`src/rtl/core/dct_rc_pkg.sv`:
```
// ----------------------------------------------------------------------------
// dct_rc_pkg
// Sizes, register codes, shared structs and the cosine table of the controller.
// ----------------------------------------------------------------------------
`timescale 1ns / 1ps

package dct_rc_pkg;

    localparam int TAPS       = 256;
    localparam int TAPS_W     = $clog2(TAPS);
    localparam int HSLOTS     = 8;
    localparam int HS_W       = (HSLOTS > 1) ? $clog2(HSLOTS) : 1;
    localparam int COEF_W     = 18;
    localparam int ACC_W      = COEF_W + 16 + TAPS_W;
    localparam int FIR_SH     = TAPS_W + 13;
    localparam int CMDQ_DEPTH = 2;
    localparam int CMDQ_W     = $clog2(CMDQ_DEPTH);

    localparam logic signed [9:0] LAG_MAX = 10'(TAPS);
    localparam logic signed [9:0] LAG_MIN = 10'(-TAPS);

    localparam logic signed [COEF_W:0] COEF_MAX = (COEF_W+1)'((1 << (COEF_W - 1)) - 1);
    localparam logic signed [COEF_W:0] COEF_MIN = (COEF_W+1)'(-(1 << (COEF_W - 1)));

    localparam logic signed [ACC_W-1:0] FIR_OFF = ACC_W'(64'd1 << (FIR_SH - 1));

    localparam longint PI_Q30  = 64'sd3373259426;
    localparam longint ONE_Q30 = 64'sd1073741824;

    typedef enum logic [2:0] {
        REG_GAIN,
        REG_ACCUM_MAX,
        REG_ACCUM_MIN,
        REG_DRIVE_MAX,
        REG_DRIVE_MIN,
        REG_LAG_COMP,
        REG_HARMONICS
    } reg_idx_t;

    typedef struct packed {
        logic signed [15:0] gain;
        logic signed [15:0] accum_max;
        logic signed [15:0] accum_min;
        logic signed [15:0] drive_max;
        logic signed [15:0] drive_min;
        logic signed [9:0]  lag_comp;
        logic [63:0]        harmonics;
    } cfg_t;

    typedef struct packed {
        logic signed [15:0]  reference;
        logic signed [15:0]  feedback;
        logic [TAPS_W-1:0]   slot;
        logic [TAPS_W-1:0]   idx;
        logic [TAPS_W-1:0]   coeff_j;
        logic [TAPS_W-1:0]   coeff_m;
        logic                changed;
        logic                do_coeff;
    } cmd_t;

    typedef logic signed [15:0] cos_rom_t [TAPS];

    // Q1.14 cosine over one period, quarter-wave folded series
    function automatic cos_rom_t cos_rom_build();
        cos_rom_t rom;
        longint   p;
        longint   u;
        longint   x;
        longint   x2;
        longint   t;
        longint   c;
        logic     neg;
        int       m;
        for (m = 0; m < TAPS; m++)
        begin
            p   = (longint'(m) << 16) / TAPS;
            u   = (p <= 32768) ? p : 65536 - p;
            neg = 1'b0;
            if (u > 16384)
            begin
                u   = 32768 - u;
                neg = 1'b1;
            end
            x  = (u * PI_Q30) >> 15;
            x2 = (x * x) >> 30;
            t  = ONE_Q30 - (x2 / 56);
            t  = ONE_Q30 - (((x2 * t) >> 30) / 30);
            t  = ONE_Q30 - (((x2 * t) >> 30) / 12);
            t  = ONE_Q30 - (((x2 * t) >> 30) / 2);
            if (t < 0)
            begin
                t = 0;
            end
            c = (t + 32768) >> 16;
            rom[m] = neg ? 16'(-c) : 16'(c);
        end
        return rom;
    endfunction

    localparam cos_rom_t COS_ROM = cos_rom_build();

endpackage

```
`src/rtl/core/dct_rc_cmd_fifo.sv`:
```
// ----------------------------------------------------------------------------
// dct_rc_cmd_fifo
// Short command queue between the sample front end and the filter engine.
// ----------------------------------------------------------------------------
`timescale 1ns / 1ps

module dct_rc_cmd_fifo
    import dct_rc_pkg::*;
(
    input  logic clk,
    input  logic rst_n,
    input  logic wr,
    input  cmd_t wdata,
    input  logic rd,
    output cmd_t rdata,
    output logic full,
    output logic empty
);

    cmd_t              mem [CMDQ_DEPTH];
    logic [CMDQ_W-1:0] wptr_reg, wptr_next;
    logic [CMDQ_W-1:0] rptr_reg, rptr_next;
    logic [CMDQ_W:0]   count_reg, count_next;
    logic              do_wr, do_rd;

    assign full  = (count_reg == (CMDQ_W+1)'(CMDQ_DEPTH));
    assign empty = (count_reg == '0);
    assign do_wr = wr && !full;
    assign do_rd = rd && !empty;
    assign rdata = mem[rptr_reg];

    always_comb
    begin
        wptr_next  = do_wr ? wptr_reg + CMDQ_W'(1) : wptr_reg;
        rptr_next  = do_rd ? rptr_reg + CMDQ_W'(1) : rptr_reg;
        count_next = count_reg;
        if (do_wr && !do_rd)
            count_next = count_reg + (CMDQ_W+1)'(1);
        else if (do_rd && !do_wr)
            count_next = count_reg - (CMDQ_W+1)'(1);
    end

    always_ff @(posedge clk)
    begin
        if (do_wr)
            mem[wptr_reg] <= wdata;
    end

    always_ff @(posedge clk or negedge rst_n)
    begin
        if (!rst_n)
        begin
            wptr_reg  <= '0;
            rptr_reg  <= '0;
            count_reg <= '0;
        end
        else
        begin
            wptr_reg  <= wptr_next;
            rptr_reg  <= rptr_next;
            count_reg <= count_next;
        end
    end

endmodule

```
`config.mk`:
```
export PLATFORM = sky130hd
export DESIGN_NAME = dct_rc_cmd_fifo
export DESIGN_NICKNAME = d
export VERILOG_FILES = /design/src/rtl/core/dct_rc_pkg.sv /design/src/rtl/core/dct_rc_cmd_fifo.sv
export SDC_FILE = /design/constraint.sdc
export NUM_CORES = 1
export LEC_CHECK = 0
export ABC_CLOCK_PERIOD_IN_PS = 6600
export BUFFER_PORTS_ARGS = -buffer_cell sky130_fd_sc_hd__buf_4
export CORE_MARGIN = 4
export CORE_UTILIZATION = 56
export DETAILED_ROUTE_END_ITERATION = 16
export HOLD_SLACK_MARGIN = 0.1
export PLACE_DENSITY = 0.95
export SLEW_MARGIN = 0
export SYNTH_ARGS = -nofsm -noshare
export SYNTH_HDL_FRONTEND = slang
export SYNTH_SLANG_ARGS = --single-unit
```
`constraint.sdc`:
```
create_clock -name clk -period 6.6 [get_ports clk]
set_clock_uncertainty 0.1 [all_clocks]
set_input_delay 0.33 -clock clk [delete_from_list [all_inputs] [get_ports clk]]
set_output_delay 0.33 -clock clk [all_outputs]
set_load 0.1 [all_outputs]
```
======== Word-level counts from Yosys, hierarchy flattened ========
Memory sizes are Yosys's and may differ from the RTL's.
Index checks and enable logic that the tools add are counted.
word-level totals
  output and inout bits ................... 68
  logic and storage cells ................. 23
  RAM bits ................................ 132
  memories ................................ 1
  input bits .............................. 70
  bits in registers ....................... 4
memory list
  memory  words  bits a word  read ports  clocked after Yosys merged registers in  wr ports  RTL line               text
  mem     2      66           1           0                                        1         dct_rc_cmd_fifo.sv:20  cmd_t mem [CMDQ_DEPTH];
operators by class
  reduce and logical (&&, ||, !) cells .... 10
  muxes and demuxes ....................... 4
  add/subtract/negate cells ............... 4
  eq/ne operators ......................... 1
operator list
  cell                   count
  $logic_and A1 B1 Y1    4
  $logic_not A1 Y1       4
  $mux W2                2
  $add A1 B1 Y1 const B  2
  $add A2 B1 Y2 const B  1
  $eq A2 B2 Y1 const B   1
  $logic_not A2 Y1       1
  $mux W1                2
  $reduce_bool A2 Y1     1
  $sub A2 B1 Y2 const B  1

======== Logic depth before layout (Yosys ltp) ========
  depth after elaboration ................. 7
  mapped depth ............................ 7
  mapped depth without buffers ............ 7

======== Least setup slack after synthesis ========
OpenSTA, ideal clock, no wires.
  kind .................................... reg2reg
  from .................................... reg count_reg[0]
  to ...................................... mem mem[0][0] (netlist name) (enable)
  stages on the path, launching flop included .. 4
  path buffers ............................ 0
  arrival time ............................ 3403 ps
  required time ........................... 6010 ps
  setup slack ............................. 2607 ps
  library setup time ...................... 490 ps
  clock period less this slack ............ 3993 ps
  cell sequence ........................... dfrtp_1 nand2b_1 nand2_1 nor2_1
between the ends
  longest elaborated chain between the ends .. 5
RTL lines
  element                        RTL line               text
  start, declared                dct_rc_cmd_fifo.sv:23  logic [CMDQ_W:0] count_reg, count_next;
  start signal, assigned         dct_rc_cmd_fifo.sv:61  count_reg <= count_next;
  $eq A2 B2 Y1                   dct_rc_cmd_fifo.sv:26  assign full = (count_reg == (CMDQ_W+1)'(CMDQ_DEPTH));
  $logic_not A1 Y1               dct_rc_cmd_fifo.sv:28  assign do_wr = wr && !full;
  $logic_and A1 B1 Y1            dct_rc_cmd_fifo.sv:28
  $mux W1                        dct_rc_cmd_fifo.sv:45  if (do_wr)
  $mux W1 (not written as such)  dct_rc_cmd_fifo.sv:46  mem[wptr_reg] <= wdata;
  end, declared                  dct_rc_cmd_fifo.sv:20
Every way passes these cells.

==> run metrics <==
status finished clean; global placement routability congestion around 0.72; hold_sp wr; crit path time final around 2.8 ns; CP required a little over 6 ns; ant diodes 0; clock tree sinks 136; CP Max Fanout 67; vias per cell between 5 and 6; Post-CTS Hold Buffers slightly below 70; global-route wire length before repair roughly 16 mm; Mapped Avg Cell Area approximately 23 um^2; commonest non-fill, non-tap cell in the layout buf_4; Synth top area share roughly four fifths; mapped cell area ~5100 um^2; CORE AREA just under 9000 um^2; Critical-path top delay cell dfrtp_4; Max-cap violations 0; share of post-route cells with drive strength above 1 approximately 52%; critical path depth 2; r2r startpoint count_reg[0]; Post-DRT Antenna Nets 0; Final setup viols 0; register bit total from synthesis 136; final wirelength 11.0 mm; worst skew pair latency about 0.49 ns; antenna violations before repair 0; FILL cells between 300 and 400; nets@finish 515; Slew headroom between 20 and 30%; Synth area leader edfxtp_1; period utilization around two fifths; Die H about 100 um; unrepaired setup endpoints after global routing no; reg2reg setup slack 4.05 ns; clock-pin transition on the worst setup and hold timing paths 0.05 ns; R2R cell count 4; largest cells by area after synthesis edfxtp_1, mux2_4, mux2_2, dfrtp_1, buf_6; Worst Path Arrival roughly 2.3 ns; Starting DRT DRC Count 142; final hold vios 0; sequential fraction of the synthesis area roughly four fifths; largest family of logic cells by synthesized area multiplexers; Total GRT Usage around a fifth; CP Cell Sequence mux2_2, buf_4; CTS root buf clkbuf_8; Clock H-tree levels 4; Num CTS Buffers 17; crit path capture type output pin; cell row count 34; CTS tree yes; Fin Setup TNS 0 ns; Least-Margin Pin Slew around 1.1 ns; vias in the first global route 3,214; Synth Area in Compound Gates less than 1%; routed via count ~2,900; Max Freq roughly 360 MHz; WHS Endpoint wptr_reg; CP startpoint kind flop; FF-to-FF End mem[0][58]; buffer depth of the longest clock path 2; WP buf/inv 1; worst hold path type input pin to flop; DP HPWL between 6 and 7 mm; io pins 138; Initial Utilization 57.9%; PortBufs about 140; Post-CTS Setup Inserts 0; Post-CTS Resized 0; most frequent cells in the layout buf_4, edfxtp_1, dlygate4sd3_1, mux2_2, mux2_4; post-synthesis xor/xnor area fraction less than 1%; post-synth net total 295; Remaining Overflow, GRT 0; DRT Pass-1 Iters 4; # DRC 0; distinct cell type count after synthesis 16; Area Growth Syn to Fin 47.7%; Pins Over Slew Limit 0; cell family with most CP delay flip-flops; max FFs per register around 130; WL/cell between 15 and 20 um; Synth Area in Adders less than 1%; largest net degree at the start of global routing between 60 and 70; Ys Warns 0; Mapped Cells 224; Die ar. approximately 11,000 um^2; die width 103 um; Synth Area in Simple Gates less than 1%; CP peak stage delay roughly 1.1 ns; Setup Crit Path Kind flop to output pin; hold path cells 3; mux contribution to synthesized area 16.9%
## cells by family after synthesis
group,Yosys count
adders and majority gates,1
muxes,66
xor gates and xnor gates,5
AOI/OAI and AO/OA,1
and+or+nand+nor,6
DFF,136
buffers and inverters,9
## final cells by class
class | count | area, um^2 | area share, %
clock buffers | 17 | 414 | 5.53
clock inverters | 12 | 179 | 2.39
inverters | 2 | 7.51 | 0.100
multi-input cells | 79 | 953 | 12.7
flip-flops and latches | 136 | 4070 | 54.3
well taps | 108 | 135 | 1.80
repair buffers | 208 | 1730 | 23.2
## worst register-to-register path: stages (launching register included)
cell and delay, ns:
dfrtp_1 0.44, nand2b_1 0.21, nand2_1 0.19, nor2_4 0.63, buf_4 0.58
## worst max path at each step
stage                             from         end  slack (ns)
after detailed placement  count_reg[0]   mem[0][0]        4.14
after floorplan           count_reg[0]   mem[0][0]        2.61
after global placement    count_reg[0]  mem[0][45]        4.24
after global routing          rptr_reg   rdata[41]        3.74
final                         rptr_reg   rdata[43]        3.83
after CTS                     rptr_reg   rdata[41]        3.82
## through the flow
step	instances	setup WS, ns	area, um^2	util, %	hold WS, ns
after floorplan	224	2.61	5070	-	-0.0656
after global placement	464	4.24	6210	70.8	0.0281
after detailed placement	464	4.14	6210	70.8	0.0300
after CTS	562	3.82	7490	85.5	0.132
after global routing	562	3.74	7490	85.5	0.186
final	562	3.83	7490	85.5	0.187
## layer usage
metal / up-vias / routed length, um / track usage, %
li1: 1319 / - / -
met1: 1438 / 4160 / 23.3
met2: 120 / 6070 / 38.7
met3: 17 / 588 / 5.16
met4: 0 / 192 / 8.07
met5: - / 0 / 0
## Yosys cell counts
| library cell | instances |
|---|---|
| edfxtp_1 | 132 |
| mux2_2 | 36 |
| mux2_4 | 30 |
| dfrtp_1 | 4 |
| buf_2 | 3 |
| buf_6 | 3 |
| nor2_1 | 3 |
| xnor2_1 | 3 |
| inv_1 | 2 |
| xor2_1 | 2 |
| and3_1 | 1 |
| buf_4 | 1 |
| ha_1 | 1 |
| nand2_1 | 1 |
| nand2b_1 | 1 |
| o21ai_0 | 1 |
Power is left out: the tool's default activity adds up to more than one toggle a clock period on the data nets, which glitch-free logic cannot reach.
