===== config.mk =====
export PLATFORM = sky130hd
export DESIGN_NAME = dct_rc_front
export DESIGN_NICKNAME = d
export VERILOG_FILES = /design/src/rtl/core/dct_rc_pkg.sv /design/src/rtl/core/dct_rc_front.sv
export SDC_FILE = /design/constraint.sdc
export NUM_CORES = 1
export LEC_CHECK = 0
export ABC_AREA = 0
export BUFFER_PORTS_ARGS = -buffer_cell sky130_fd_sc_hd__buf_4
export CAP_MARGIN = 10
export CELL_PAD_IN_SITES_DETAIL_PLACEMENT = 1
export CELL_PAD_IN_SITES_GLOBAL_PLACEMENT = 1
export CORE_MARGIN = 10
export CORE_UTILIZATION = 39
export CTS_BUF_LIST = sky130_fd_sc_hd__clkbuf_8
export DETAILED_ROUTE_END_ITERATION = 10
export PLACE_DENSITY_LB_ADDON = 0.08
export SYNTH_ARGS = -nofsm -noshare
export SYNTH_HDL_FRONTEND = slang
export SYNTH_SLANG_ARGS = --single-unit

===== constraint.sdc =====
create_clock -name clk -period 6.1 [get_ports clk]
set_clock_uncertainty 0.1 [all_clocks]
set_input_delay 0.61 -clock clk [delete_from_list [all_inputs] [get_ports clk]]
set_output_delay 0.61 -clock clk [all_outputs]
set_load 0.01 [all_outputs]

===== src/rtl/core/dct_rc_pkg.sv =====
// ----------------------------------------------------------------------------
// dct_rc_pkg
// Sizes, register codes, shared structs and the cosine table of the controller.
// ----------------------------------------------------------------------------
`timescale 1ns / 1ps

package dct_rc_pkg;

    localparam int TAPS       = 256;
    localparam int TAPS_W     = $clog2(TAPS);
    localparam int HSLOTS     = 8;
    localparam int HS_W       = (HSLOTS > 1) ? $clog2(HSLOTS) : 1;
    localparam int COEF_W     = 18;
    localparam int ACC_W      = COEF_W + 16 + TAPS_W;
    localparam int FIR_SH     = TAPS_W + 13;
    localparam int CMDQ_DEPTH = 2;
    localparam int CMDQ_W     = $clog2(CMDQ_DEPTH);

    localparam logic signed [9:0] LAG_MAX = 10'(TAPS);
    localparam logic signed [9:0] LAG_MIN = 10'(-TAPS);

    localparam logic signed [COEF_W:0] COEF_MAX = (COEF_W+1)'((1 << (COEF_W - 1)) - 1);
    localparam logic signed [COEF_W:0] COEF_MIN = (COEF_W+1)'(-(1 << (COEF_W - 1)));

    localparam logic signed [ACC_W-1:0] FIR_OFF = ACC_W'(64'd1 << (FIR_SH - 1));

    localparam longint PI_Q30  = 64'sd3373259426;
    localparam longint ONE_Q30 = 64'sd1073741824;

    typedef enum logic [2:0] {
        REG_GAIN,
        REG_ACCUM_MAX,
        REG_ACCUM_MIN,
        REG_DRIVE_MAX,
        REG_DRIVE_MIN,
        REG_LAG_COMP,
        REG_HARMONICS
    } reg_idx_t;

    typedef struct packed {
        logic signed [15:0] gain;
        logic signed [15:0] accum_max;
        logic signed [15:0] accum_min;
        logic signed [15:0] drive_max;
        logic signed [15:0] drive_min;
        logic signed [9:0]  lag_comp;
        logic [63:0]        harmonics;
    } cfg_t;

    typedef struct packed {
        logic signed [15:0]  reference;
        logic signed [15:0]  feedback;
        logic [TAPS_W-1:0]   slot;
        logic [TAPS_W-1:0]   idx;
        logic [TAPS_W-1:0]   coeff_j;
        logic [TAPS_W-1:0]   coeff_m;
        logic                changed;
        logic                do_coeff;
    } cmd_t;

    typedef logic signed [15:0] cos_rom_t [TAPS];

    // Q1.14 cosine over one period, quarter-wave folded series
    function automatic cos_rom_t cos_rom_build();
        cos_rom_t rom;
        longint   p;
        longint   u;
        longint   x;
        longint   x2;
        longint   t;
        longint   c;
        logic     neg;
        int       m;
        for (m = 0; m < TAPS; m++)
        begin
            p   = (longint'(m) << 16) / TAPS;
            u   = (p <= 32768) ? p : 65536 - p;
            neg = 1'b0;
            if (u > 16384)
            begin
                u   = 32768 - u;
                neg = 1'b1;
            end
            x  = (u * PI_Q30) >> 15;
            x2 = (x * x) >> 30;
            t  = ONE_Q30 - (x2 / 56);
            t  = ONE_Q30 - (((x2 * t) >> 30) / 30);
            t  = ONE_Q30 - (((x2 * t) >> 30) / 12);
            t  = ONE_Q30 - (((x2 * t) >> 30) / 2);
            if (t < 0)
            begin
                t = 0;
            end
            c = (t + 32768) >> 16;
            rom[m] = neg ? 16'(-c) : 16'(c);
        end
        return rom;
    endfunction

    localparam cos_rom_t COS_ROM = cos_rom_build();

endpackage


===== src/rtl/core/dct_rc_front.sv =====
// ----------------------------------------------------------------------------
// dct_rc_front
// Takes samples, finds the slot and step direction, tracks coefficient refresh.
// ----------------------------------------------------------------------------
`timescale 1ns / 1ps

module dct_rc_front
    import dct_rc_pkg::*;
(
    input  logic               clk,
    input  logic               rst_n,
    input  logic               accept,
    input  logic signed [15:0] reference,
    input  logic signed [15:0] feedback,
    input  logic [15:0]        phase,
    input  cfg_t               cfg,
    output cmd_t               cmd
);

    localparam logic signed [TAPS_W+1:0] HALF   = (TAPS_W+2)'(TAPS / 2);
    localparam logic signed [TAPS_W+1:0] HALF_N = (TAPS_W+2)'(-(TAPS / 2));

    logic [TAPS_W-1:0]   prev_slot_reg, prev_slot_next;
    logic [TAPS_W-1:0]   cursor_reg, cursor_next;
    logic                busy_reg, busy_next;
    logic signed [9:0]   last_lag_reg, last_lag_next;
    logic [63:0]         last_harm_reg, last_harm_next;
    logic signed [9:0]   lag;
    logic [TAPS_W-1:0]   slot, lag_mod, lag_inc, coeff_j;
    logic signed [TAPS_W+1:0] diff;
    logic                recompute, busy_eff, dir_up;

    always_comb
    begin
        if (cfg.lag_comp > LAG_MAX)
            lag = LAG_MAX;
        else if (cfg.lag_comp < LAG_MIN)
            lag = LAG_MIN;
        else
            lag = cfg.lag_comp;
    end

    assign slot      = phase[15 -: TAPS_W];
    assign recompute = (lag != last_lag_reg) || (cfg.harmonics != last_harm_reg);
    assign busy_eff  = recompute || busy_reg;
    assign coeff_j   = recompute ? '0 : cursor_reg;
    assign lag_mod   = lag[TAPS_W-1:0];
    assign lag_inc   = lag_mod + TAPS_W'(1);
    assign diff      = signed'({2'b00, slot}) - signed'({2'b00, prev_slot_reg});

    always_comb
    begin
        if (diff < HALF_N)
            dir_up = 1'b1;
        else if (diff > HALF)
            dir_up = 1'b0;
        else
            dir_up = (diff > 0);
    end

    always_comb
    begin
        cmd.reference = reference;
        cmd.feedback  = feedback;
        cmd.slot      = slot;
        cmd.idx       = dir_up ? slot - lag_inc : slot + lag_inc;
        cmd.coeff_j   = coeff_j;
        cmd.coeff_m   = coeff_j - lag_mod;
        cmd.changed   = (slot != prev_slot_reg);
        cmd.do_coeff  = busy_eff;
    end

    always_comb
    begin
        prev_slot_next = prev_slot_reg;
        cursor_next    = cursor_reg;
        busy_next      = busy_reg;
        last_lag_next  = last_lag_reg;
        last_harm_next = last_harm_reg;
        if (accept)
        begin
            prev_slot_next = slot;
            last_lag_next  = lag;
            last_harm_next = cfg.harmonics;
            if (busy_eff)
            begin
                cursor_next = coeff_j + TAPS_W'(1);
                busy_next   = (coeff_j != TAPS_W'(TAPS - 1));
            end
        end
    end

    always_ff @(posedge clk or negedge rst_n)
    begin
        if (!rst_n)
        begin
            prev_slot_reg <= '0;
            cursor_reg    <= '0;
            busy_reg      <= 1'b0;
            last_lag_reg  <= '0;
            last_harm_reg <= '0;
        end
        else
        begin
            prev_slot_reg <= prev_slot_next;
            cursor_reg    <= cursor_next;
            busy_reg      <= busy_next;
            last_lag_reg  <= last_lag_next;
            last_harm_reg <= last_harm_next;
        end
    end

endmodule


=== After elaboration in Yosys (flattened, before gate mapping) ===
Index checks and enable logic that the tools add are counted.

* Flip-flop bits (word level): 91
* Input port bits: 205
* Output and inout bits: 66

* Add/subtract/negate cells: 6
* $lt $le $gt $ge: 5
* Eq/ne operators: 4
* Muxes and demuxes: 6
* Reductions and logical operators: 3

{| class="wikitable"
|+ Operators by type and width
! kind !! count
|-
| != test 64 bit || 1
|-
| 2-to-1 mux 10 bit || 2
|-
| adder 8 x 1 -> 8 bit (second input constant) || 2
|-
| 2-to-1 mux 8 bit || 2
|-
| subtractor 8 bit || 2
|-
| greater-than comparator 10 bit (second input constant) || 1
|-
| < comparator 10 x 9 -> 1 bit (second input constant) || 1
|-
| != test 10 bit || 1
|-
| greater-than comparator 9 x 1 -> 1 bit (second input constant) || 1
|-
| greater-than comparator 9 bit (second input constant) || 1
|-
| < comparator 9 x 8 -> 1 bit (second input constant) || 1
|-
| subtractor 8 x 8 -> 9 bit || 1
|-
| adder 8 bit || 1
|-
| != test 8 bit || 1
|-
| != test 8 bit (second input constant) || 1
|-
| logical OR 1 bit || 2
|-
| 2-to-1 mux 1 bit || 2
|-
| AND reduction 2 bit || 1
|}

=== Logic depth before layout (Yosys ltp) ===
Gate-level depths: netlist (run 1).

* Depth in word-level cells: 7
* Mapped depth: 20

=== Worst setup path before layout (run 1) ===
OpenSTA, ideal clock, no wires.

* Kind: in2out
* Start: in cfg[67] in the netlist's numbering
* End: out cmd[25] in the netlist's numbering
* Arrival time: 3980 ps
* Setup slack: 1410 ps
* Stages on the path: 20
* Path buffers: 1
* Cell sequence: clkbuf_1 > nor3_1 > a31oi_1 > nor2_1 > nand2_1 > inv_1 > ha_1 > nand2_1 > nor2_1 > nor2_1 > nor3_1 > o21ai_0 > nand2_1 > xnor2_1 > ha_1 > or2_2 > a21oi_1 > a21oi_1 > xnor2_1 > xnor2_1

{| class="wikitable"
|+ RTL lines
! element !! RTL line !! RTL
|-
| start: declaration || dct_rc_front.sv:16 || <nowiki>input cfg_t cfg,</nowiki>
|-
| end: declaration || dct_rc_front.sv:17 || <nowiki>output cmd_t cmd</nowiki>
|}

==> metrics.md, run 1 <==
| Metric | Value |
|---|---|
| CTS Hold Bufs | 0 |
| Number of synthesized register bits | 91 |
| Core Area | 15300 sq um |
| Crit-path cells | buf_4, inv_1, ha_1, fa_1, nor2b_1, o21a_1, o21ai_0, a221oi_1, o211ai_1, xnor2_2, nand2_1, xor2_1, ha_1, a21oi_1, o21ai_0, a21o_1, nand2_1, a21oi_1, xnor2_1, xnor2_1, buf_4 |
| Max clock buf depth | 2 |
| DR WL/cell | 17.3 um |
| Number of global-route vias before repair | 5148 |
| Antenna cell count | 0 |
| Drt drc | 0 |
| Slew margin rel. | 0.444 |
| TritonCTS Sinks | 91 |
| Library cells used by synthesis | 53 |
| CTS tree | yes |
| Post-synth EDFFs | 0 |
| Crit path required time | 5.39 ns |
| Port Buffers | 118 |
| Post-route ant nets | 0 |
| Largest net degree at the start of global routing | 64 |
| Initial DRT Pass Iterations | 4 |
| Startpoint types | input pin |
| Avg Cell Area, Syn | 9.97 sq um |
| CTS buffer count | 9 |
| Post-Syn Area | 6130 sq um |
| RSZ-0062 raised after global routing | false |
| Proportion of synthesized area in mux cells | 0.128 |
| Row cnt | 45 |
| Slowest CP cell | fa_1 |
| Final Cycle Share | 0.859 |
| Grt total ovfl | 0 |
| WS Path Type | input pin to primary output |
| P&R area growth vs syn | 15.8% |
| Maxcap violations | 0 |
| First-pass GRT wire length | 26100 um |
| Fillers | 1744 |
| Sequential share of the synthesized area | 0.371 |
| CP Capture Type | primary output |
| Leak pwr | 0.00320 uW |
| Share of cells above drive strength 1 | 0.311 |
| Synthesized netlist cell count | 615 |
| Post-CTS Setup Bufs | 0 |
| Crit path max-delay family | compound AO/OA/AOI/OAI gates |
| Share of synthesized registers carrying an async set or reset | 1.00 |
| # setup viols final | 0 |
| Die Span Y | 145 um |
| Highest Clock Rate | 191 MHz |
| Simple-gate share of the synthesized area | 0.138 |
| Vias | 4629 |
| Adder-cell share of the synthesized area | 0.0588 |
| Synth Area in Compound Gates | 0.0790 |
| Clock latency on the worst-skew pair | 0.37 ns |
| Reg2reg setup slack | 2.70 ns |
| Dominant synthesized flop cell | dfrtp_1 |
| Synth Area in XOR/XNOR | 0.144 |
| Vias/cell | 5.11 |
| CTS HTree Levels | 3 |
| Hold Crit Class | input pin to async pin |
| Reg clk slew, reported paths | 0.09 ns |
| Crit-path max FO | 7 |
| Die X | 145 um |
| GRT Resource Usage Total | 0.148 |
| CTS root buf | clkbuf_8 |
| Starting Density | 0.400 |
| IO Count | 271 |
| Die ar. | 21100 sq um |
| Total Wirelength | 15700 um |
| Syn Nets | 847 |
| Crit path largest cell delay | 0.41 ns |
| Main combinational cell family by area after synthesis | XOR/XNOR gates |
| Fin nets | 921 |
| Yosys Warn Count | 0 |
| Initial antenna violation count | 0 |
| WP data arrival | 4.53 ns |
| Largest register FFs | 64 |
| Drt first-iter violations | 130 |
| CTS-repair resized insts | 0 |
| Buffers plus inverters on the worst setup path | 3 |
| Slew of the pin with the lowest slew margin | 0.834 ns |
| GP Congestion | 0.814 |
| Setup_tns | 0 ns |
| Run status | finished, final reports clean |
| Max IR drop VDD | 0.187 mV |
| Final hold vios | 0 |
| Final Critical Period | 5.24 ns |
| Post-DP HPWL | 12200 um |
| Final Slew Violations | 0 |
| Pwr dens | 236 nW/um^2 |
| Fin util | 0.464 |
| Power Total | 1680 uW |
==> cells in the final DEF (no fill, tap or decap), drive strengths merged, types with 2 or more instances in the layout <==
master    Yosys  layout
buf          46     123
dfrtp        91      91
mux2         69      69
xor2         61      61
nand2        46      46
xnor2        38      38
inv          28      32
o21ai        29      29
a21oi        24      24
ha           24      24
nand3        19      19
nor2         18      18
nor3         14      14
nor4         14      14
clkbuf       14       9
and2          8       8
nand4         8       8
nand2b        8       8
and3          6       6
a21o          6       6
a31oi         5       5
or3           5       5
nor2b         5       5
o211ai        3       3
nand3b        3       3
fa            3       3
nor4bb        2       2
o2111ai       2       2
or2           2       2
o21bai        2       2
clkinvlp      0       2
==> final timing paths <==
check | cells after the start | end | startpoint
max in group asynchronous | 2 | last_harm_reg[38] | rst_n
worst min register to register | 1 | prev_slot_reg[0] | prev_slot_reg[0]
worst max-delay path | 21 | cmd[25] | phase[8]
worst min-delay path | 1 | cursor_reg[7] | rst_n
min in group clk | 2 | last_harm_reg[14] | cfg[14]
worst max register to register | 12 | busy_reg | last_harm_reg[10]
==> cells by family after synthesis <==
| logic type | after synthesis |
|---|---|
| AO/OA/AOI/OAI | 81 |
| XOR/XNOR | 99 |
| adder cells (fa/ha/maj) | 27 |
| buffers and inverters | 88 |
| flip-flops | 91 |
| multiplexers | 70 |
| AND/OR/NAND/NOR | 159 |
==> power by group <==
group	internal, uW	switching [uW]
registers	657	36.7
clock network	151	234
logic	302	298
==> metrics by stage <==
stage / std cells / worst slack, ns / hold WS (ns) / area [sq um]
after floorplan: 615 / 1.41 / 0.214 / 6130
after global placement: 889 / 0.951 / 0.395 / 6930
after detailed placement: 889 / 0.830 / 0.413 / 6930
after CTS: 905 / 0.815 / 0.0711 / 7100
after global routing: 905 / 0.375 / 0.0781 / 7100
final: 905 / 0.862 / 0.0805 / 7100
==> metal layers <==
| layer | global-route usage | part of all wire | vias up |
|---|---|---|---|
| li1 | - | - | 2230 |
| met1 | 0.174 | 0.43 | 2272 |
| met2 | 0.249 | 0.49 | 104 |
| met3 | 0.0562 | 0.071 | 23 |
| met4 | 0.0379 | 0.011 | 0 |
| met5 | 0 | 0 | - |
==> area by class of cell <==
cell class                 instances  area [sq um]  area share
multi-input combinational        436          3360       0.473
sequential                        91          2280       0.321
timing repair buffer             123           923       0.130
tap                              211           264      0.0372
clock buffer                       9           124      0.0174
inverter                          28           105      0.0148
clock inverter                     7          50.0     0.00705
==> cell usage after synthesis, types with 3 or more instances <==
master	instances	share of area
a21o_1	6	0.0073
a21oi_1	24	0.020
a31oi_1	5	0.0051
and2_1	8	0.0082
and3_1	6	0.0061
buf_4	44	0.054
clkbuf_1	14	0.0086
dfrtp_1	91	0.37
fa_1	3	0.0098
ha_1	24	0.049
inv_1	28	0.017
mux2_2	68	0.12
nand2_1	46	0.028
nand2b_1	7	0.0071
nand3_1	19	0.016
nand3b_1	3	0.0037
nand4_1	8	0.0082
nor2_1	17	0.010
nor2b_1	4	0.0041
nor3_1	13	0.011
nor4_1	12	0.012
o211ai_1	3	0.0037
o21ai_0	28	0.023
or3_1	5	0.0051
xnor2_1	36	0.051
xor2_1	61	0.087
(Power assumes the default switching activity.)
==> inputs of run 2 (changes only) <==
--- a/config.mk
+++ b/config.mk
@@ -6,6 +6,7 @@
 export NUM_CORES = 1
 export LEC_CHECK = 0
 export ABC_AREA = 0
+export ABC_CLOCK_PERIOD_IN_PS = 6100
 export BUFFER_PORTS_ARGS = -buffer_cell sky130_fd_sc_hd__buf_4
 export CAP_MARGIN = 10
 export CELL_PAD_IN_SITES_DETAIL_PLACEMENT = 1
==> constraint.sdc (replaced) <==
create_clock -name clk -period 6.1 [get_ports clk]
set_clock_uncertainty 0.1 [all_clocks]
set_input_delay 0.305 -clock clk [delete_from_list [all_inputs] [get_ports clk]]
set_output_delay 0.305 -clock clk [all_outputs]
set_load 0.01 [all_outputs]
==> metrics.md, run 2 (synthesized netlist as in run 1, its figures left out) <==
| Metric | Value |
|---|---|
| Run status | finished, final reports clean |
| Worst R2R Start | last_harm_reg[10] |
| Fin nets | 921 (unchanged) |
| Final Cycle Share | 0.806 (-0.0528) |
| Largest net degree at the start of global routing | 64 (unchanged) |
| TritonCTS Sinks | 91 (unchanged) |
| Grt met1 use | 0.178 (+0.00457) |
| Vias | 4646 (+0.37%) |
| Hold path depth | 2 |
| Crit-path cells | ha_1, fa_1, nor2b_1, o21a_1, o21ai_0, a221oi_1, o211ai_1, xnor2_2, nand2_1, xor2_1, ha_1, a21oi_1, o21ai_0, a21o_1, nand2_1, a21oi_1, xnor2_1, xnor2_1, buf_4 |
| Port Buffers | 118 (unchanged) |
| First-pass GRT wire length | 26200 um (+0.34%) |
| Post-CTS Setup Bufs | 0 (unchanged) |
| Post-DP HPWL | 12400 um (+1.7%) |
| P&R area growth vs syn | 16.2% |
| Final Slew Violations | 0 (unchanged) |
| Highest Clock Rate | 203 MHz (+6.6%) |
| Post-route ant nets | 0 (unchanged) |
| RSZ-0062 raised after global routing | false |
| CP Capture Type | primary output |
| CTS HTree Levels | 3 (unchanged) |
| Final Critical Period | 4.92 ns (-0.322 ns) |
| Leak pwr | 0.00321 uW (+0.33%) |
| Setup_tns | 0 ns (unchanged) |
| Max clock buf depth | 2 (unchanged) |
| CTS buffer count | 9 (unchanged) |
| Vias/cell | 5.14 (+0.48%) |
| Hold Slack | 0.0674 ns (-0.0130 ns) |
| Fillers | 1702 (-2.4%) |
| Hold Crit Class | input pin to flip-flop |
| Maxcap violations | 0 (unchanged) |
| Drt drc | 0 (unchanged) |
| WS Path Type | flip-flop to primary output |
| Initial antenna violation count | 0 (unchanged) |
| Total Wirelength | 15800 um (+0.64%) |
| Row cnt | 45 (unchanged) |
| Area of the multi-input gates | 3360 sq um (unchanged) |
| GRT Resource Usage Total | 0.149 (+0.000729) |
| Slew margin rel. | 0.464 (+0.0197) |
| Reg clk slew, reported paths | 0.11 ns (+0.02 ns) |
| Die Span Y | 145 um (unchanged) |
| GP Congestion | 0.815 (about the same) |
| Final hold vios | 0 (unchanged) |
| Slowest CP cell | fa_1 |
| Startpoint types | flip-flop |
| CTS Hold Bufs | 1 (+1) |
| Reg2reg setup slack | 2.71 ns (about the same) |
| Antenna cell count | 0 (unchanged) |
| Crit path largest cell delay | 0.41 ns (about the same) |
| Setup WS post-layout | 1.18 ns (+0.322 ns) |
| Crit-path max FO | 7 (unchanged) |
| Setup WS pre-CTS | 1.39 ns (+0.565 ns) |
| Post-route design area | 7130 sq um (+0.37%) |
| Share of cells above drive strength 1 | 0.310 (-0.000994) |
| Core Area | 15300 sq um (unchanged) |
| CTS-repair resized insts | 0 (unchanged) |
| Max IR drop VDD | 0.132 mV (-29%) |
| CTS root buf | clkbuf_8 |
| Slew of the pin with the lowest slew margin | 0.805 ns (-0.0296 ns) |
| # setup viols final | 0 (unchanged) |
| Pwr dens | 242 nW/um^2 (+2.5%) |
| R2R cell count | 12 (unchanged) |
| Hold_sp | cfg[24] |
| Crit path required time | 5.69 ns (+0.30 ns) |
| Commonest cells after routing, fill and taps aside | buf_4, dfrtp_1, mux2_2 |
| IO Count | 271 (unchanged) |
| Number of global-route vias before repair | 5126 (-0.43%) |
| Most used routing layer | met2 |
| CTS tree | yes |
| Sink of the worst hold path | last_harm_reg[24] |
| Grt total ovfl | 0 (unchanged) |
| DR WL/cell | 17.5 um (+0.76%) |
| Reg-to-Reg End | busy_reg |
| Grt met3 use | 0.0491 (-0.00714) |
| DP Area | 6920 sq um (-0.11%) |
| Die ar. | 21100 sq um (unchanged) |
| Clock latency on the worst-skew pair | 0.38 ns (about the same) |
| Starting Density | 0.400 (unchanged) |
| Die X | 145 um (unchanged) |
| Drt first-iter violations | 133 (+2.3%) |
| Post-Layout Cell Count | 904 (-0.11%) |
| WP data arrival | 4.51 ns (-0.02 ns) |
| Largest register FFs | 64 (unchanged) |
| Most common cell after layout, fill and taps aside | buf_4 |
| Placed Cells | 888 (-0.11%) |
| Register area | 2280 sq um (unchanged) |
| Met2 usage | 0.244 (-0.00480) |
| Initial DRT Pass Iterations | 4 (unchanged) |
-- run 2: report_power, final --
group	total (uW)	leakage (uW)	switching [uW]	internal [uW]
sequential	694	0.00109	37.1	657
combinational	600	0.00202	299	301
clock	431	0.0000992	230	201
-- run 2: worst max-delay path: cells and delay by family (launching register included) --
| kind | cells | cell delay [ns] |
|---|---|---|
| DFF | 1 | 0.39 |
| adders and majority gates | 3 | 0.92 |
| AOI/OAI and AO/OA | 8 | 1.31 |
| buffers and inverters | 1 | 0.14 |
| xor gates and xnor gates | 4 | 0.97 |
| and+or+nand+nor | 3 | 0.42 |
-- run 2: per-stage QoR --
stage                     power (uW)  utilization
after detailed placement        1320        0.452
after global placement          1290        0.452
after CTS                       1760        0.465
final                           1730        0.465
after global routing            1850        0.465
after floorplan                 1090            -
-- run 2: how the worst max path moves through the flow --
| stage | startpoint | endpoint | depth (start not counted) |
|---|---|---|---|
| final | prev_slot_reg[0] | cmd[25] | 19 |
| after global routing | prev_slot_reg[0] | cmd[25] | 19 |
| after CTS | prev_slot_reg[0] | cmd[25] | 19 |
| after detailed placement | cfg[68] | cmd[25] | 22 |
| after global placement | cfg[68] | cmd[25] | 22 |
| after floorplan | cfg[67] | cmd[25] | 20 |
-- run 2: per-layer routing --
| metal | vias to the layer above | share of wire |
|---|---|---|
| met5 | - | 0 |
| met4 | 0 | 0.020 |
| met3 | 30 | 0.074 |
| met2 | 120 | 0.48 |
| met1 | 2259 | 0.43 |
| li1 | 2237 | - |
-- run 2: layout make-up --
cell class                      count  share of cell area
Inverter                           28              0.0147
Tap cell                          211              0.0370
Timing Repair Buffer              123               0.130
Multi-Input combinational cell    436               0.471
Sequential cell                    91               0.319
Clock buffer                       10              0.0193
Clock inverter                      5             0.00843
==> inputs of run 3 (changes only) <==
--- a/config.mk
+++ b/config.mk
@@ -5,14 +5,14 @@
 export SDC_FILE = /design/constraint.sdc
 export NUM_CORES = 1
 export LEC_CHECK = 0
-export ABC_AREA = 0
-export ABC_CLOCK_PERIOD_IN_PS = 6100
+export ABC_AREA = 1
+export ABC_CLOCK_PERIOD_IN_PS = 4500
 export BUFFER_PORTS_ARGS = -buffer_cell sky130_fd_sc_hd__buf_4
 export CAP_MARGIN = 10
 export CELL_PAD_IN_SITES_DETAIL_PLACEMENT = 1
 export CELL_PAD_IN_SITES_GLOBAL_PLACEMENT = 1
 export CORE_MARGIN = 10
-export CORE_UTILIZATION = 39
+export CORE_UTILIZATION = 31
 export CTS_BUF_LIST = sky130_fd_sc_hd__clkbuf_8
 export DETAILED_ROUTE_END_ITERATION = 10
 export PLACE_DENSITY_LB_ADDON = 0.08
==> constraint.sdc (replaced) <==
create_clock -name clk -period 4.5 [get_ports clk]
set_clock_uncertainty 0.1 [all_clocks]
set_input_delay 0.225 -clock clk [delete_from_list [all_inputs] [get_ports clk]]
set_output_delay 0.225 -clock clk [all_outputs]
set_load 0.01 [all_outputs]
==> metrics.md, run 3 <==
| Metric | Value |
|---|---|
| R2R cell count | 20 (+8) |
| Largest net degree at the start of global routing | 69 (+7.8%) |
| Largest register FFs | 64 (unchanged) |
| Slew margin rel. | 0.376 (-0.0879) |
| Reg-to-Reg End | cursor_reg[6] |
| Avg Cell Area, Syn | 6.71 sq um (-33%) |
| RSZ-0062 raised after global routing | true |
| Setup WS post-layout | 0.0748 ns (-1.11 ns) |
| Startpoint types | flip-flop |
| Initial DRT Pass Iterations | 4 (unchanged) |
| Initial antenna violation count | 1 (+1) |
| Crit-path max FO | 7 (unchanged) |
| Commonest cells post-synth | nand2_1, inv_1, dfrtp_1 |
| Most frequent cell after synthesis | nand2_1 |
| Yosys Warn Count | 0 (unchanged) |
| Synthesized netlist cell count | 980 (+59%) |
| Hold Slack | 0.0239 ns (-0.0436 ns) |
| Pwr dens | 270 nW/um^2 (+12%) |
| Slew of the pin with the lowest slew margin | 0.937 ns (+0.132 ns) |
| Die Span Y | 166 um (+14%) |
| CTS root buf | clkbuf_8 |
| GP Congestion | 0.794 (-2.6%) |
| Fillers | 2679 (+57%) |
| Reg clk slew, reported paths | 0.10 ns (about the same) |
| Library cells used by synthesis | 36 (-32%) |
| Post-DP HPWL | 14300 um (+15%) |
| CTS tree | yes |
| Maxcap violations | 0 (unchanged) |
| WS Path Type | flip-flop to primary output |
| Register area | 2280 sq um (unchanged) |
| TritonCTS Sinks | 91 (unchanged) |
| DR WL/cell | 13.5 um (-23%) |
| Clock latency on the worst-skew pair | 0.37 ns (about the same) |
| Leak pwr | 0.00465 uW (+45%) |
| Top cells by area, synth | dfrtp_1, nand2_1, inv_1, o21ai_0, nor2_1 |
| P&R area growth vs syn | 30.9% |
| IO Count | 271 (unchanged) |
| # setup viols final | 0 (unchanged) |
| Fin nets | 1370 (+49%) |
| Share of cells above drive strength 1 | 0.181 (-0.129) |
| Vias | 6182 (+33%) |
| Hold path depth | 3 (+1) |
| Final Critical Period | 4.43 ns |
| Post-route ant nets | 0 (unchanged) |
| Final hold vios | 0 (unchanged) |
| Starting Density | 0.314 (-0.0866) |
| Most common cell after layout, fill and taps aside | nand2_1 |
| Drt first-iter violations | 250 (+88%) |
| Final Cycle Share | 0.983 |
| Hold Crit Class | input pin to flip-flop |
| Run status | finished, final reports clean |
| Total Wirelength | 19200 um (+21%) |
| Top cell type's share of synthesized area | 0.346 (-0.0251) |
| Hold_sp | phase[13] |
| Sink of the worst hold path | prev_slot_reg[5] |
| Setup WS pre-CTS | 0.116 ns (-1.28 ns) |
| Sequential share of the synthesized area | 0.346 (-0.0251) |
| Commonest cells after routing, fill and taps aside | nand2_1, inv_1, buf_4 |
| Core Area | 21000 sq um (+37%) |
| Crit path required time | 4.18 ns (-1.51 ns) |
| Row cnt | 53 (+18%) |
| Syn Nets | 1212 (+43%) |
| Share of synthesized registers carrying an async set or reset | 1.00 (unchanged) |
| Number of global-route vias before repair | 6479 (+26%) |
| Highest Clock Rate | 226 MHz |
| WP data arrival | 4.10 ns (-0.41 ns) |
| Grt total ovfl | 0 (unchanged) |
| Drt drc | 0 (unchanged) |
| Reg2reg setup slack | 1.79 ns (-0.92 ns) |
| Port Buffers | 118 (unchanged) |
| CP Capture Type | primary output |
| Dominant synthesized flop cell | dfrtp_1 |
| Die ar. | 27400 sq um (+30%) |
| GRT Resource Usage Total | 0.138 (-0.0112) |
| Max clock buf depth | 2 (unchanged) |
| Area leader, netlist | dfrtp_1 |
| Number of synthesized register bits | 91 (unchanged) |
| Final Slew Violations | 0 (unchanged) |
| First-pass GRT wire length | 31900 um (+22%) |
| CTS buffer count | 9 (unchanged) |
| Post-Syn Area | 6580 sq um (+7.2%) |
| Die X | 166 um (+14%) |
| Area of the multi-input gates | 3460 sq um (+3.1%) |
| Post-synth EDFFs | 0 (unchanged) |
| Max IR drop VDD | 0.168 mV (+27%) |
| CTS HTree Levels | 3 (unchanged) |
| Worst R2R Start | last_harm_reg[10] |
| Vias/cell | 4.36 (-15%) |
==> run 3: cell type report <==
cell class | count | share of cell area
clock buffers | 10 | 0.0160
diodes | 1 | 0.000291
well taps | 275 | 0.0400
clock inverters | 6 | 0.00756
flip-flops and latches | 91 | 0.265
inverters | 155 | 0.0680
multi-input cells | 673 | 0.402
repair buffers | 208 | 0.201
==> run 3: cells by family (layout without fill, tap and decap cells) <==
| group | after synthesis | after routing | synth area share |
|---|---|---|---|
| adder cells (fa/ha/maj) | 27 | 27 | 0.0548 |
| AO/OA/AOI/OAI | 97 | 97 | 0.0771 |
| buffers and inverters | 216 | 379 | 0.149 |
| flip-flops | 91 | 91 | 0.346 |
| other | 0 | 1 | 0 |
| AND/OR/NAND/NOR | 505 | 505 | 0.314 |
| XOR/XNOR | 44 | 44 | 0.0586 |
==> run 3: power by group <==
part           leakage (uW)  internal (uW)  switching (uW)
clock              0.000108            274             322
sequential          0.00112            884            37.6
combinational       0.00342            378             428
==> run 3: what timing repair did <==
item / in CTS / in global routing
setup buffers: 3 / 2
endpoints found under the hold margin: 133 / 0
setup endpoints to repair: 2 / 6
hold buffers: 67 / 0
gates resized for setup: 10 / 33
pin swaps: 9 / 21
==> run 3: worst max path at each step <==
stage,start,end,slack (ns),cells past startpoint
floorplan,prev_slot_reg[0],cmd[25],0.58,22
global placement,phase[8],cmd[25],0.19,24
global route,prev_slot_reg[0],cmd[25],-0.16,24
finish,prev_slot_reg[0],cmd[25],0.07,25
detailed placement,phase[8],cmd[25],0.12,24
CTS,prev_slot_reg[0],cmd[25],-0.004,24
==> run 3: layer usage <==
layer  part of all wire  up-vias  global-route usage
met5                  0        -                   0
li1                   -     3237                   -
met4              0.011        0              0.0397
met3              0.036       16              0.0241
met1               0.48     2851               0.173
met2               0.47       78               0.236
==> run 3: critical path, stage by stage, from the launching register on <==
cell	delay (ns)
dfrtp_1	0.40
ha_2	0.18
fa_2	0.35
nor2_2	0.10
nor2_2	0.06
xor2_1	0.16
nor4_2	0.39
nand3_1	0.15
nand3_2	0.13
nand2_4	0.08
inv_4	0.07
buf_4	0.13
nand2_1	0.05
nand2_1	0.05
nand2_1	0.09
ha_4	0.30
a21o_1	0.13
a21oi_2	0.07
o21ai_1	0.17
a21oi_2	0.08
or2_4	0.23
nand2_2	0.06
inv_1	0.04
nand2_1	0.04
nand2_1	0.07
buf_6	0.13
==> run 3: stage by stage <==
stage | utilization | area (sq um) | TNS [ns] | power (uW) | instances
after global placement | 0.360 | 7540 | 0 | 1630 | 1330
final | 0.411 | 8610 | 0 | 2320 | 1419
after CTS | 0.404 | 8470 | -0.00363 | 2330 | 1416
after detailed placement | 0.360 | 7540 | 0 | 1640 | 1330
after global routing | 0.411 | 8610 | -0.237 | 2510 | 1419
after floorplan | - | 6580 | 0 | 1380 | 980
